### src/rtl/pscs_pkg.sv
// -----------------------------------------------------------------------------
// pscs_pkg
// Shared sizes, codes and types of the page striping command splitter.
// -----------------------------------------------------------------------------
package pscs_pkg;

   // Sizing
   localparam int QUEUE_SLOTS    = 32;
   localparam int MAX_CMD_PAGES  = 64;
   localparam int MAX_DICE       = 64;
   localparam int JOB_FIFO_DEPTH = 4;

   // Field widths
   localparam int TAG_W    = $clog2(QUEUE_SLOTS);
   localparam int COUNT_W  = 7;
   localparam int PAGE_W   = 32;
   localparam int DIE_W    = 6;
   localparam int DCNT_W   = 7;
   localparam int LIMIT_W  = 6;
   localparam int HDR_W    = 12;
   localparam int PBYTES_W = 17;
   localparam int RBYTES_W = 24;
   localparam int OUTST_W  = $clog2(QUEUE_SLOTS + 1);
   localparam int CSR_IDX_W  = 2;
   localparam int CSR_DATA_W = 17;
   localparam int DIV_CNT_W  = $clog2(PAGE_W);

   // Input opcodes
   localparam logic [1:0] OP_HOST_CMD  = 2'd0;
   localparam logic [1:0] OP_PAGE_DONE = 2'd1;
   localparam logic [1:0] OP_RET_SENT  = 2'd2;

   // Result kinds
   localparam logic [1:0] KIND_SUB    = 2'd0;
   localparam logic [1:0] KIND_DONE   = 2'd1;
   localparam logic [1:0] KIND_REJECT = 2'd2;
   localparam logic [1:0] KIND_ERROR  = 2'd3;

   // Register indexes
   localparam logic [CSR_IDX_W-1:0] CSR_DIE_COUNT    = 2'd0;
   localparam logic [CSR_IDX_W-1:0] CSR_QUEUE_LIMIT  = 2'd1;
   localparam logic [CSR_IDX_W-1:0] CSR_HEADER_BYTES = 2'd2;
   localparam logic [CSR_IDX_W-1:0] CSR_PAGE_BYTES   = 2'd3;

   // Configuration as seen by the front and back parts
   typedef struct packed {
      logic [DCNT_W-1:0]   die_count;
      logic [LIMIT_W-1:0]  queue_limit;
      logic [HDR_W-1:0]    header_bytes;
      logic [PBYTES_W-1:0] page_bytes;
   } csr_type;

   // One classified job: either a command to split or a single result
   typedef struct packed {
      logic                split;
      logic [1:0]          kind;
      logic                is_write;
      logic [TAG_W-1:0]    tag;
      logic [PAGE_W-1:0]   start_page;
      logic [COUNT_W-1:0]  page_count;
      logic                priority_bit;
   } job_type;

   // Queue handshake between front and back
   typedef struct packed {
      logic full;
      logic empty;
   } queue_status_type;

   // Back part sequencer
   typedef enum logic [3:0] {
      BK_IDLE   = 4'b0001,
      BK_DIVIDE = 4'b0010,
      BK_SPLIT  = 4'b0100,
      BK_SINGLE = 4'b1000
   } back_state_type;

endpackage

### src/rtl/page_striping_command_splitter.sv
// -----------------------------------------------------------------------------
// page_striping_command_splitter
// Host command front end: admits, stripes and completes commands.
// -----------------------------------------------------------------------------
// Timing: the front accepts one event per cycle while its four-entry job
// queue has room; page-done events that leave pages open and good
// return-sent events end there. In the back part an admitted host command
// leaves the queue, passes through the bit-serial divider (start page by die
// count), then yields one sub-request per page, one per cycle while the output
// register is free. A completion, rejection or error passes through the idle
// and single states of the back part. The output register lets the back part
// load the next result while the current one is being taken.
// -----------------------------------------------------------------------------
module page_striping_command_splitter import pscs_pkg::*; (
   input  logic                  clock,
   input  logic                  reset,
   // request stream
   input  logic                  req_tvalid,
   output logic                  req_tready,
   input  logic [47:0]           req_tdata,  // is_write, start_page, page_count, tag
   input  logic [1:0]            req_tuser,  // opcode
   // result stream
   output logic                  rsp_tvalid,
   input  logic                  rsp_tready,
   output logic [71:0]           rsp_tdata,  // die_num, die_page, sub_is_write,
                                             // out_tag, return_priority, return_bytes
   output logic [1:0]            rsp_tuser,  // kind
   output logic                  rsp_tlast,  // last
   // configuration writes
   input  logic                  csr_wen,
   input  logic [CSR_IDX_W-1:0]  csr_index,
   input  logic [CSR_DATA_W-1:0] csr_wdata
);

   csr_type            cfg_ff;
   job_type            push_job;
   job_type            pop_job;
   logic               push;
   logic               pop;
   queue_status_type   queue_status;

   logic [DIE_W-1:0]    die_num;
   logic [PAGE_W-1:0]   die_page;
   logic                sub_is_write;
   logic [TAG_W-1:0]    out_tag;
   logic                return_priority;
   logic [RBYTES_W-1:0] return_bytes;

   // Configuration registers
   always_ff @(posedge clock) begin
      if (reset) begin
         cfg_ff.die_count    <= DCNT_W'(8);
         cfg_ff.queue_limit  <= LIMIT_W'(32);
         cfg_ff.header_bytes <= HDR_W'(16);
         cfg_ff.page_bytes   <= PBYTES_W'(4096);
      end else if (csr_wen) begin
         case (csr_index)
            CSR_DIE_COUNT:    cfg_ff.die_count    <= csr_wdata[DCNT_W-1:0];
            CSR_QUEUE_LIMIT:  cfg_ff.queue_limit  <= csr_wdata[LIMIT_W-1:0];
            CSR_HEADER_BYTES: cfg_ff.header_bytes <= csr_wdata[HDR_W-1:0];
            CSR_PAGE_BYTES:   cfg_ff.page_bytes   <= csr_wdata[PBYTES_W-1:0];
            default: begin
            end
         endcase
      end
   end

   pscs_front u_front (
      .clock          (clock),
      .reset          (reset),
      .req_valid      (req_tvalid),
      .req_ready      (req_tready),
      .req_opcode     (req_tuser),
      .req_is_write   (req_tdata[0]),
      .req_start_page (req_tdata[32:1]),
      .req_page_count (req_tdata[39:33]),
      .req_tag        (req_tdata[44:40]),
      .cfg            (cfg_ff),
      .queue_status   (queue_status),
      .push           (push),
      .push_job       (push_job)
   );

   pscs_queue u_queue (
      .clock    (clock),
      .reset    (reset),
      .push     (push),
      .push_job (push_job),
      .pop      (pop),
      .pop_job  (pop_job),
      .status   (queue_status)
   );

   pscs_back u_back (
      .clock               (clock),
      .reset               (reset),
      .cfg                 (cfg_ff),
      .queue_status        (queue_status),
      .pop_job             (pop_job),
      .pop                 (pop),
      .rsp_valid           (rsp_tvalid),
      .rsp_ready           (rsp_tready),
      .rsp_kind            (rsp_tuser),
      .rsp_die_num         (die_num),
      .rsp_die_page        (die_page),
      .rsp_sub_is_write    (sub_is_write),
      .rsp_out_tag         (out_tag),
      .rsp_return_priority (return_priority),
      .rsp_return_bytes    (return_bytes),
      .rsp_last            (rsp_tlast)
   );

   // Pack result payload, highest field first (die_num in the lowest bits)
   assign rsp_tdata = {3'b000, return_bytes, return_priority, out_tag,
                       sub_is_write, die_page, die_num};

endmodule

### src/rtl/pscs_front.sv
// -----------------------------------------------------------------------------
// pscs_front
// Accepts events, checks them against per-tag and queue state, updates that
// state and pushes one job per event that produces results.
// -----------------------------------------------------------------------------
module pscs_front import pscs_pkg::*; (
   input  logic                clock,
   input  logic                reset,
   input  logic                req_valid,
   output logic                req_ready,
   input  logic [1:0]          req_opcode,
   input  logic                req_is_write,
   input  logic [PAGE_W-1:0]   req_start_page,
   input  logic [COUNT_W-1:0]  req_page_count,
   input  logic [TAG_W-1:0]    req_tag,
   input  csr_type             cfg,
   input  queue_status_type    queue_status,
   output logic                push,
   output job_type             push_job
);

   logic [COUNT_W-1:0] remaining_ff [QUEUE_SLOTS];
   logic               slot_wr_ff   [QUEUE_SLOTS];
   logic [COUNT_W-1:0] slot_cnt_ff  [QUEUE_SLOTS];
   logic [OUTST_W-1:0] outst_ff;
   logic [OUTST_W-1:0] outst_in;

   logic               accept;
   logic [COUNT_W-1:0] rem_cur;
   logic [LIMIT_W-1:0] limit;
   logic               cmd_bad;
   logic               want_push;
   logic               rem_we;
   logic [COUNT_W-1:0] rem_wdata;
   logic               slot_we;
   logic               outst_inc;
   logic               outst_dec;

   assign req_ready = !queue_status.full;
   assign accept    = req_valid && req_ready;
   assign rem_cur   = remaining_ff[req_tag];
   assign limit     = (cfg.queue_limit > LIMIT_W'(QUEUE_SLOTS)) ?
                      LIMIT_W'(QUEUE_SLOTS) : cfg.queue_limit;
   assign cmd_bad   = (req_page_count == '0) ||
                      (req_page_count > COUNT_W'(MAX_CMD_PAGES)) ||
                      (rem_cur != '0);

   // Classify the event
   always_comb begin
      push_job.split        = 1'b0;
      push_job.kind         = KIND_ERROR;
      push_job.is_write     = 1'b0;
      push_job.tag          = req_tag;
      push_job.start_page   = req_start_page;
      push_job.page_count   = req_page_count;
      push_job.priority_bit = 1'b0;
      want_push = 1'b0;
      rem_we    = 1'b0;
      rem_wdata = req_page_count;
      slot_we   = 1'b0;
      outst_inc = 1'b0;
      outst_dec = 1'b0;
      case (req_opcode)
         OP_HOST_CMD: begin
            want_push = 1'b1;
            if (cmd_bad) begin
               push_job.kind = KIND_ERROR;
            end else if (outst_ff >= OUTST_W'(limit)) begin
               push_job.kind     = KIND_REJECT;
               push_job.is_write = req_is_write;
            end else begin
               push_job.split    = 1'b1;
               push_job.kind     = KIND_SUB;
               push_job.is_write = req_is_write;
               rem_we    = 1'b1;
               slot_we   = 1'b1;
               outst_inc = 1'b1;
            end
         end
         OP_PAGE_DONE: begin
            if (rem_cur == '0) begin
               want_push = 1'b1;
            end else begin
               rem_we    = 1'b1;
               rem_wdata = rem_cur - COUNT_W'(1);
               if (rem_cur == COUNT_W'(1)) begin
                  want_push             = 1'b1;
                  push_job.kind         = KIND_DONE;
                  push_job.is_write     = slot_wr_ff[req_tag];
                  push_job.page_count   = slot_cnt_ff[req_tag];
                  push_job.priority_bit = !slot_wr_ff[req_tag];
               end
            end
         end
         OP_RET_SENT: begin
            if (outst_ff == '0) begin
               want_push = 1'b1;
            end else begin
               outst_dec = 1'b1;
            end
         end
         default: begin
            want_push = 1'b1;
         end
      endcase
   end

   assign push = accept && want_push;

   always_comb begin
      outst_in = outst_ff;
      if (accept && outst_inc) begin
         outst_in = outst_ff + OUTST_W'(1);
      end else if (accept && outst_dec) begin
         outst_in = outst_ff - OUTST_W'(1);
      end
   end

   // Per-tag open page count and outstanding command count
   always_ff @(posedge clock) begin
      if (reset) begin
         for (int i = 0; i < QUEUE_SLOTS; i++) begin
            remaining_ff[i] <= '0;
         end
         outst_ff <= '0;
      end else begin
         if (accept && rem_we) begin
            remaining_ff[req_tag] <= rem_wdata;
         end
         outst_ff <= outst_in;
      end
   end

   // Per-tag command type and size, written on admission
   always_ff @(posedge clock) begin
      if (accept && slot_we) begin
         slot_wr_ff[req_tag]  <= req_is_write;
         slot_cnt_ff[req_tag] <= req_page_count;
      end
   end

endmodule

### src/rtl/pscs_queue.sv
// -----------------------------------------------------------------------------
// pscs_queue
// Short job queue that decouples classification from result generation.
// -----------------------------------------------------------------------------
module pscs_queue import pscs_pkg::*; (
   input  logic             clock,
   input  logic             reset,
   input  logic             push,
   input  job_type          push_job,
   input  logic             pop,
   output job_type          pop_job,
   output queue_status_type status
);

   localparam int PTR_W = $clog2(JOB_FIFO_DEPTH);
   localparam int CNT_W = $clog2(JOB_FIFO_DEPTH + 1);

   job_type          mem_ff [JOB_FIFO_DEPTH];
   logic [PTR_W-1:0] wr_ptr_ff;
   logic [PTR_W-1:0] rd_ptr_ff;
   logic [CNT_W-1:0] cnt_ff;
   logic             do_push;
   logic             do_pop;

   assign status.full  = (cnt_ff == CNT_W'(JOB_FIFO_DEPTH));
   assign status.empty = (cnt_ff == '0);
   assign do_push      = push && !status.full;
   assign do_pop       = pop && !status.empty;
   assign pop_job      = mem_ff[rd_ptr_ff];

   // Store entries
   always_ff @(posedge clock) begin
      if (do_push) begin
         mem_ff[wr_ptr_ff] <= push_job;
      end
   end

   // Advance pointers and fill level
   always_ff @(posedge clock) begin
      if (reset) begin
         wr_ptr_ff <= '0;
         rd_ptr_ff <= '0;
         cnt_ff    <= '0;
      end else begin
         if (do_push) begin
            wr_ptr_ff <= (wr_ptr_ff == PTR_W'(JOB_FIFO_DEPTH - 1)) ?
                         '0 : wr_ptr_ff + PTR_W'(1);
         end
         if (do_pop) begin
            rd_ptr_ff <= (rd_ptr_ff == PTR_W'(JOB_FIFO_DEPTH - 1)) ?
                         '0 : rd_ptr_ff + PTR_W'(1);
         end
         if (do_push && !do_pop) begin
            cnt_ff <= cnt_ff + CNT_W'(1);
         end else if (do_pop && !do_push) begin
            cnt_ff <= cnt_ff - CNT_W'(1);
         end
      end
   end

endmodule

### src/rtl/pscs_back.sv
// -----------------------------------------------------------------------------
// pscs_back
// Takes jobs from the queue. A command is divided once by the die count (one
// quotient bit per cycle), then walked page by page, one sub-request per cycle
// if output is free; singles go out directly. Owns the result output register.
// -----------------------------------------------------------------------------
module pscs_back import pscs_pkg::*; (
   input  logic                 clock,
   input  logic                 reset,
   input  csr_type              cfg,
   input  queue_status_type     queue_status,
   input  job_type              pop_job,
   output logic                 pop,
   output logic                 rsp_valid,
   input  logic                 rsp_ready,
   output logic [1:0]           rsp_kind,
   output logic [DIE_W-1:0]     rsp_die_num,
   output logic [PAGE_W-1:0]    rsp_die_page,
   output logic                 rsp_sub_is_write,
   output logic [TAG_W-1:0]     rsp_out_tag,
   output logic                 rsp_return_priority,
   output logic [RBYTES_W-1:0]  rsp_return_bytes,
   output logic                 rsp_last
);

   back_state_type        state_ff, state_in;
   job_type               job_ff, job_in;
   logic [RBYTES_W-1:0]   prod_ff, prod_in;
   logic [DCNT_W-1:0]     dc_ff, dc_in;
   logic [PAGE_W-1:0]     page_ff, page_in;
   logic [PAGE_W-1:0]     quot_ff, quot_in;
   logic [DCNT_W-1:0]     rem_ff, rem_in;
   logic [DIV_CNT_W-1:0]  step_ff, step_in;
   logic [COUNT_W-1:0]    left_ff, left_in;

   logic                  out_valid_ff, out_valid_in;
   logic [1:0]            out_kind_ff, out_kind_in;
   logic [DIE_W-1:0]      out_die_ff, out_die_in;
   logic [PAGE_W-1:0]     out_dpage_ff, out_dpage_in;
   logic                  out_wr_ff, out_wr_in;
   logic [TAG_W-1:0]      out_tag_ff, out_tag_in;
   logic                  out_prio_ff, out_prio_in;
   logic [RBYTES_W-1:0]   out_bytes_ff, out_bytes_in;
   logic                  out_last_ff, out_last_in;

   logic                  out_free;
   logic                  out_load;
   logic [DCNT_W-1:0]     dc_eff;
   logic [DCNT_W-1:0]     trial;
   logic                  trial_ge;

   assign out_free = !out_valid_ff || rsp_ready;

   // Clamp die count into the supported range
   always_comb begin
      dc_eff = cfg.die_count;
      if (cfg.die_count == '0) begin
         dc_eff = DCNT_W'(1);
      end else if (cfg.die_count > DCNT_W'(MAX_DICE)) begin
         dc_eff = DCNT_W'(MAX_DICE);
      end
   end

   // One restoring division step
   assign trial    = {rem_ff[DCNT_W-2:0], quot_ff[PAGE_W-1]};
   assign trial_ge = (trial >= dc_ff);

   // Sequence jobs
   always_comb begin
      state_in = state_ff;
      job_in   = job_ff;
      prod_in  = prod_ff;
      dc_in    = dc_ff;
      page_in  = page_ff;
      quot_in  = quot_ff;
      rem_in   = rem_ff;
      step_in  = step_ff;
      left_in  = left_ff;
      pop      = 1'b0;
      out_load = 1'b0;
      out_kind_in  = out_kind_ff;
      out_die_in   = out_die_ff;
      out_dpage_in = out_dpage_ff;
      out_wr_in    = out_wr_ff;
      out_tag_in   = out_tag_ff;
      out_prio_in  = out_prio_ff;
      out_bytes_in = out_bytes_ff;
      out_last_in  = out_last_ff;
      case (state_ff)
         BK_IDLE: begin
            if (!queue_status.empty) begin
               pop    = 1'b1;
               job_in = pop_job;
               if (pop_job.split) begin
                  dc_in    = dc_eff;
                  page_in  = pop_job.start_page;
                  quot_in  = pop_job.start_page;
                  rem_in   = '0;
                  step_in  = DIV_CNT_W'(PAGE_W - 1);
                  left_in  = pop_job.page_count;
                  state_in = BK_DIVIDE;
               end else begin
                  prod_in  = (pop_job.kind == KIND_DONE && !pop_job.is_write) ?
                             RBYTES_W'(pop_job.page_count) * RBYTES_W'(cfg.page_bytes) :
                             '0;
                  state_in = BK_SINGLE;
               end
            end
         end
         BK_DIVIDE: begin
            quot_in = {quot_ff[PAGE_W-2:0], trial_ge};
            rem_in  = trial_ge ? trial - dc_ff : trial;
            step_in = step_ff - DIV_CNT_W'(1);
            if (step_ff == '0) begin
               state_in = BK_SPLIT;
            end
         end
         BK_SPLIT: begin
            if (out_free) begin
               out_load     = 1'b1;
               out_kind_in  = KIND_SUB;
               out_die_in   = rem_ff[DIE_W-1:0];
               out_dpage_in = quot_ff;
               out_wr_in    = job_ff.is_write;
               out_tag_in   = job_ff.tag;
               out_prio_in  = 1'b0;
               out_bytes_in = '0;
               out_last_in  = (left_ff == COUNT_W'(1));
               // step to the next page, wrapping the page address
               page_in = page_ff + PAGE_W'(1);
               left_in = left_ff - COUNT_W'(1);
               if (page_ff == '1) begin
                  quot_in = '0;
                  rem_in  = '0;
               end else if (rem_ff + DCNT_W'(1) == dc_ff) begin
                  quot_in = quot_ff + PAGE_W'(1);
                  rem_in  = '0;
               end else begin
                  rem_in  = rem_ff + DCNT_W'(1);
               end
               if (left_ff == COUNT_W'(1)) begin
                  state_in = BK_IDLE;
               end
            end
         end
         BK_SINGLE: begin
            if (out_free) begin
               out_load     = 1'b1;
               out_kind_in  = job_ff.kind;
               out_die_in   = '0;
               out_dpage_in = '0;
               out_wr_in    = job_ff.is_write;
               out_tag_in   = job_ff.tag;
               out_prio_in  = job_ff.priority_bit;
               out_bytes_in = (job_ff.kind == KIND_DONE) ?
                              RBYTES_W'(cfg.header_bytes) + prod_ff : '0;
               out_last_in  = 1'b1;
               state_in     = BK_IDLE;
            end
         end
         default: begin
            state_in = BK_IDLE;
         end
      endcase
   end

   // Output register valid
   always_comb begin
      out_valid_in = out_valid_ff;
      if (out_load) begin
         out_valid_in = 1'b1;
      end else if (rsp_ready) begin
         out_valid_in = 1'b0;
      end
   end

   // Control state
   always_ff @(posedge clock) begin
      if (reset) begin
         state_ff     <= BK_IDLE;
         out_valid_ff <= 1'b0;
      end else begin
         state_ff     <= state_in;
         out_valid_ff <= out_valid_in;
      end
   end

   // Working and payload registers
   always_ff @(posedge clock) begin
      job_ff       <= job_in;
      prod_ff      <= prod_in;
      dc_ff        <= dc_in;
      page_ff      <= page_in;
      quot_ff      <= quot_in;
      rem_ff       <= rem_in;
      step_ff      <= step_in;
      left_ff      <= left_in;
      out_kind_ff  <= out_kind_in;
      out_die_ff   <= out_die_in;
      out_dpage_ff <= out_dpage_in;
      out_wr_ff    <= out_wr_in;
      out_tag_ff   <= out_tag_in;
      out_prio_ff  <= out_prio_in;
      out_bytes_ff <= out_bytes_in;
      out_last_ff  <= out_last_in;
   end

   assign rsp_valid           = out_valid_ff;
   assign rsp_kind            = out_kind_ff;
   assign rsp_die_num         = out_die_ff;
   assign rsp_die_page        = out_dpage_ff;
   assign rsp_sub_is_write    = out_wr_ff;
   assign rsp_out_tag         = out_tag_ff;
   assign rsp_return_priority = out_prio_ff;
   assign rsp_return_bytes    = out_bytes_ff;
   assign rsp_last            = out_last_ff;

endmodule

### config.mk
export PLATFORM = sky130hd
export DESIGN_NAME = page_striping_command_splitter
export DESIGN_NICKNAME = d
export VERILOG_FILES = /design/src/rtl/pscs_pkg.sv /design/src/rtl/page_striping_command_splitter.sv /design/src/rtl/pscs_front.sv /design/src/rtl/pscs_queue.sv /design/src/rtl/pscs_back.sv
export SDC_FILE = /design/constraint.sdc
export NUM_CORES = 2
export LEC_CHECK = 0
export BUFFER_PORTS_ARGS = -buffer_cell sky130_fd_sc_hd__buf_2
export CAP_MARGIN = 10
export CORE_UTILIZATION = 50
export CTS_BUF_LIST = sky130_fd_sc_hd__clkbuf_2 sky130_fd_sc_hd__clkbuf_4 sky130_fd_sc_hd__clkbuf_8
export CTS_CLUSTER_SIZE = 24
export DETAILED_ROUTE_END_ITERATION = 6
export PLACE_DENSITY = 0.67
export SYNTH_ARGS = -nofsm -noshare
export SYNTH_HDL_FRONTEND = slang
export SYNTH_HIERARCHICAL = 1
export SYNTH_SLANG_ARGS = --single-unit
### constraint.sdc
create_clock -name clock -period 6.7 [get_ports clock]
set_input_delay 1.34 -clock clock [delete_from_list [all_inputs] [get_ports clock]]
set_output_delay 1.34 -clock clock [all_outputs]
set_load 0.005 [all_outputs]
==> key figures <==
Status
  • Outcome: complete, no violations

Floorplanning
  • Height of the die: 303 um
  • Die width: 303 um
  • Die ar.: 91700 um^2
  • Core ar.: 89100 um^2
  • Site row count: 109
  • Io pins: 151
  • Initial core utilization: 50.8%

Placement
  • Dpl hpwl: 71000 um
  • Placed cell areas: 47200 um^2
  • GPL Wtd Cong: 0.917
  • Port-buffer cells: 144
  • Placed cell count: 4452

Logic synthesis
  • Synth cell types: 89
  • Multiplexer share of the synthesized area: 9.72%
  • Async S/R FF share, synth: 0%
  • Count leader, synth: edfxtp_1
  • Synth top area share: 57.8%
  • Mapped Cells: 3261
  • Synth top cells by count: 871 x edfxtp_1, 208 x nor2_1, 162 x nand2_1
  • Area of the mapped netlist: 45300 um^2
  • Synth area leaders: edfxtp_1 58%, mux4_2 5.9%, fa_1 3.4%
  • Post-synth top area cell: edfxtp_1
  • Post-synth EDFFs: 871
  • Synthesis Warnings: 6
  • Post-Synth Adder-Cell Area: 5.88%
  • Post-Synth XOR/XNOR Area: 2.15%
  • Avg Inst Size Synth: 13.9 um^2
  • Commonest register cell after synthesis: edfxtp_1
  • Main combinational cell family by area after synthesis: simple AND/OR/NAND/NOR gates
  • Seq cells post-synth: 933
  • Synth Area in Simple Gates: 11.1%
  • Area fraction in compound gates after synthesis: 6.94%
  • Seq/Total Area, Yosys: 60.5%

Layout
  • Share of layout cells above drive strength 1: 19.3%
  • Nets: 3683
  • Design area: 50300 um^2
  • Area Overhead vs Synth: 11.2%
  • Finished Core Util: 56.5%
  • Finished Layout Cells: 4724
  • FILL cells: 7161

CTS
  • Post-CTS Setup Inserts: 0
  • Cts repair resizes: 0
  • Worst-Skew Late Latency: 0.83 ns
  • Post-CTS Hold Fix Bufs: 0
  • CTS tree: done
  • CTS max path bufs: 3
  • Clk sinks: 933
  • H-tree depth: 4
  • Root buffer cell: clkbuf_8
  • Worst-path clk slew: 0.06 ns
  • Num CTS Buffers: 152

Flow run
  • MaxCap Viol Count: 0

Power and ir drop
  • Internal power: 11000 uW
  • Seq pwr share: 47.8%
  • Worst-case vdd ir drop: 0.000190 V
  • Part of the power in the clock network: 32.1%
  • Switching part of the total: 29.2%
  • Gate power share: 20.1%
  • Leakage power: 0.0182 uW
  • Total power: 15500 uW
  • PwrDens: 309 nW/um^2
  • Psw: 4540 uW

Timing
  • Setup TNS: 0 ns
  • Setup violators final: 0
  • Final hold viol count: 0
  • Final clock skew: 0.0434 ns
  • Max Slew Vio Count: 0
  • Min cycle time layout: 5.73 ns
  • Tcrit/Tclk final: 85.5%
  • RSZ-0062 raised after global routing: false
  • Slew @ Worst Pin: 1.22 ns
  • Slew headroom: 18.7%
  • Max frequency: 175 MHz

Critical path
  • Startpoint Class: flip-flop
  • Slowest stage delay, CP: 0.71 ns
  • Worst path slowest cell: mux4_2
  • Critical Path RT: 7.34 ns
  • CP endpoint kind: flip-flop
  • Largest fanout on the critical path: 18
  • WS Path Type: flip-flop to flip-flop
  • Cell breakdown of the critical path: mux4_2 -> and2_1 -> fa_1 -> inv_1 -> fa_1 -> inv_1 -> fa_1 -> inv_1 -> fa_1 -> inv_1 -> ha_1 -> a21o_1 -> a221oi_2 -> a21oi_1 -> o2111a_1 -> o21a_1 -> nor3_1
  • Worst EP arrival: 6.37 ns
  • Cell family with most CP delay: adder cells
  • Worst Path Buf+Inv: 4

Route
  • Vias: 28113
  • Post-DR wirelength/cell: 22.5 um
  • Via/cell ratio: 5.95
  • DRT Pass-1 Iters: 6
  • Drt drc: 0
  • Number of DRC markers in iteration 0: 2483
  • Final wirelength: 106000 um
  • Routed Antenna Nets: 0

Global route
  • First-pass GRT wire length: 164000 um
  • Global Route Usage Sum: 23.4%
  • Initial antenna violation count: 5
  • Total gr overflow: 0
  • Vias in the first global route: 28185
  • Largest net degree at the start of global routing: 83

Min path
  • Worst min path class: flip-flop to flip-flop
-- final cells by class --
| class | instances | area (um^2) | area share (%) |
|---|---|---|---|
| Clock inverter | 70 | 617 | 1.23 |
| Antenna cell | 2 | 5.00 | 0.00995 |
| Clock buffer | 198 | 2450 | 4.87 |
| Sequential cell | 933 | 27400 | 54.5 |
| Timing Repair Buffer | 247 | 1580 | 3.15 |
| Tap cell | 1165 | 1460 | 2.90 |
| Multi-Input combinational cell | 1981 | 16300 | 32.4 |
| Inverter | 128 | 482 | 0.957 |
-- cells by family (layout without fill, tap and decap cells) --
group,after synthesis,in the layout
AO/OA/AOI/OAI,472,472
XOR/XNOR,111,111
adder cells (fa/ha/maj),166,166
buffers and inverters,349,643
flip-flops,933,933
multiplexers,286,286
other,1,5
AND/OR/NAND/NOR,943,943
-- power groups by stage --
stage | clock network, uW | logic [uW] | registers [uW]
CTS | 5110 | 3110 | 7430
global placement | 0 | 3010 | 7510
detailed placement | 0 | 3080 | 7550
global route | 5350 | 3450 | 7490
floorplan | 0 | 2320 | 7430
finish | 4990 | 3120 | 7430
-- stage by stage --
stage	hold slack (ns)	worst slack, ns
2_1_floorplan	0.400	0.740
3_3_place_gp	0.405	0.505
3_5_place_dp	0.406	0.447
4_1_cts	0.421	0.991
5_1_grt	0.431	0.662
6_report	0.421	0.972
-- flip-flops by register name, summed over array words and instances, names as in the netlist, 6 cells and up, named ones only --
signal and flops:
u_back/dc_ff 7, cfg_ff 42, u_back/rsp_die_page 32, u_back/rsp_return_bytes 24, u_back/rsp_die_num 6, u_back/left_ff 7
u_front/slot_wr_ff 32, u_front/slot_cnt_ff 224, u_back/job_ff 9, u_queue/mem_ff 196, u_back/prod_ff 24, u_back/rem_ff 7
u_front/outst_ff 6, u_back/quot_ff 32, u_front/remaining_ff 224, u_back/page_ff 32
-- cells in the final DEF, fill, tap and decap left out, types with 14 or more instances in the layout --
cell | netlist | routed
xnor2_1 | 51 | 51
mux2_2 | 14 | 14
xor2_1 | 60 | 60
mux4_2 | 119 | 119
o21bai_1 | 20 | 20
a211oi_1 | 35 | 34
nor3_1 | 98 | 98
nand4_1 | 30 | 30
clkbuf_8 | 0 | 155
edfxtp_1 | 871 | 871
fa_1 | 78 | 78
mux2i_1 | 151 | 148
clkinv_1 | 0 | 30
buf_2 | 51 | 142
and2_1 | 104 | 104
buf_4 | 49 | 97
o22ai_1 | 54 | 54
a21o_1 | 16 | 16
clkinv_2 | 1 | 18
inv_1 | 127 | 127
and3_1 | 29 | 25
o211ai_2 | 17 | 17
a22oi_1 | 67 | 67
dfxtp_1 | 62 | 60
nand3_1 | 57 | 57
nor2_1 | 208 | 206
ha_1 | 88 | 88
a21oi_1 | 92 | 92
clkbuf_4 | 0 | 44
nor4_1 | 30 | 30
o21ai_0 | 98 | 97
nor2b_1 | 57 | 56
nand2b_1 | 85 | 85
nand2_1 | 162 | 162
-- final timing paths --
path	start	to	slack, ns	depth (start not counted)
worst min-delay path	u_back/job_ff[40]	u_back/rsp_out_tag[0]	0.42	0
worst min register to register	u_back/job_ff[40]	u_back/rsp_out_tag[0]	0.42	0
worst max register to register	flip-flop	u_back/prod_ff[22]	0.97	17
worst max-delay path	flip-flop	u_back/prod_ff[22]	0.97	17
-- layer usage --
metal | up-vias | part of all wire, % | global-route usage [%]
met5 | - | 0 | 0
met4 | 0 | 2.8 | 8.22
met3 | 199 | 7.7 | 4.60
met2 | 1184 | 48 | 37.5
met1 | 14096 | 41 | 31.9
li1 | 12634 | - | -
-- worst register-to-register path, stage by stage, from the launching register on --
cell and delay [ns]:
dfxtp_4 0.41, mux4_2 0.71, and2_1 0.24, fa_1 0.54, inv_1 0.05, fa_1 0.49
inv_1 0.06, fa_1 0.53, inv_1 0.05, fa_1 0.52, inv_1 0.04, ha_1 0.35
a21o_1 0.23, a221oi_2 0.46, a21oi_1 0.21, o2111a_1 0.31, o21a_1 0.17, nor3_1 0.20
Note: power is estimated with default switching activity, not from simulation.
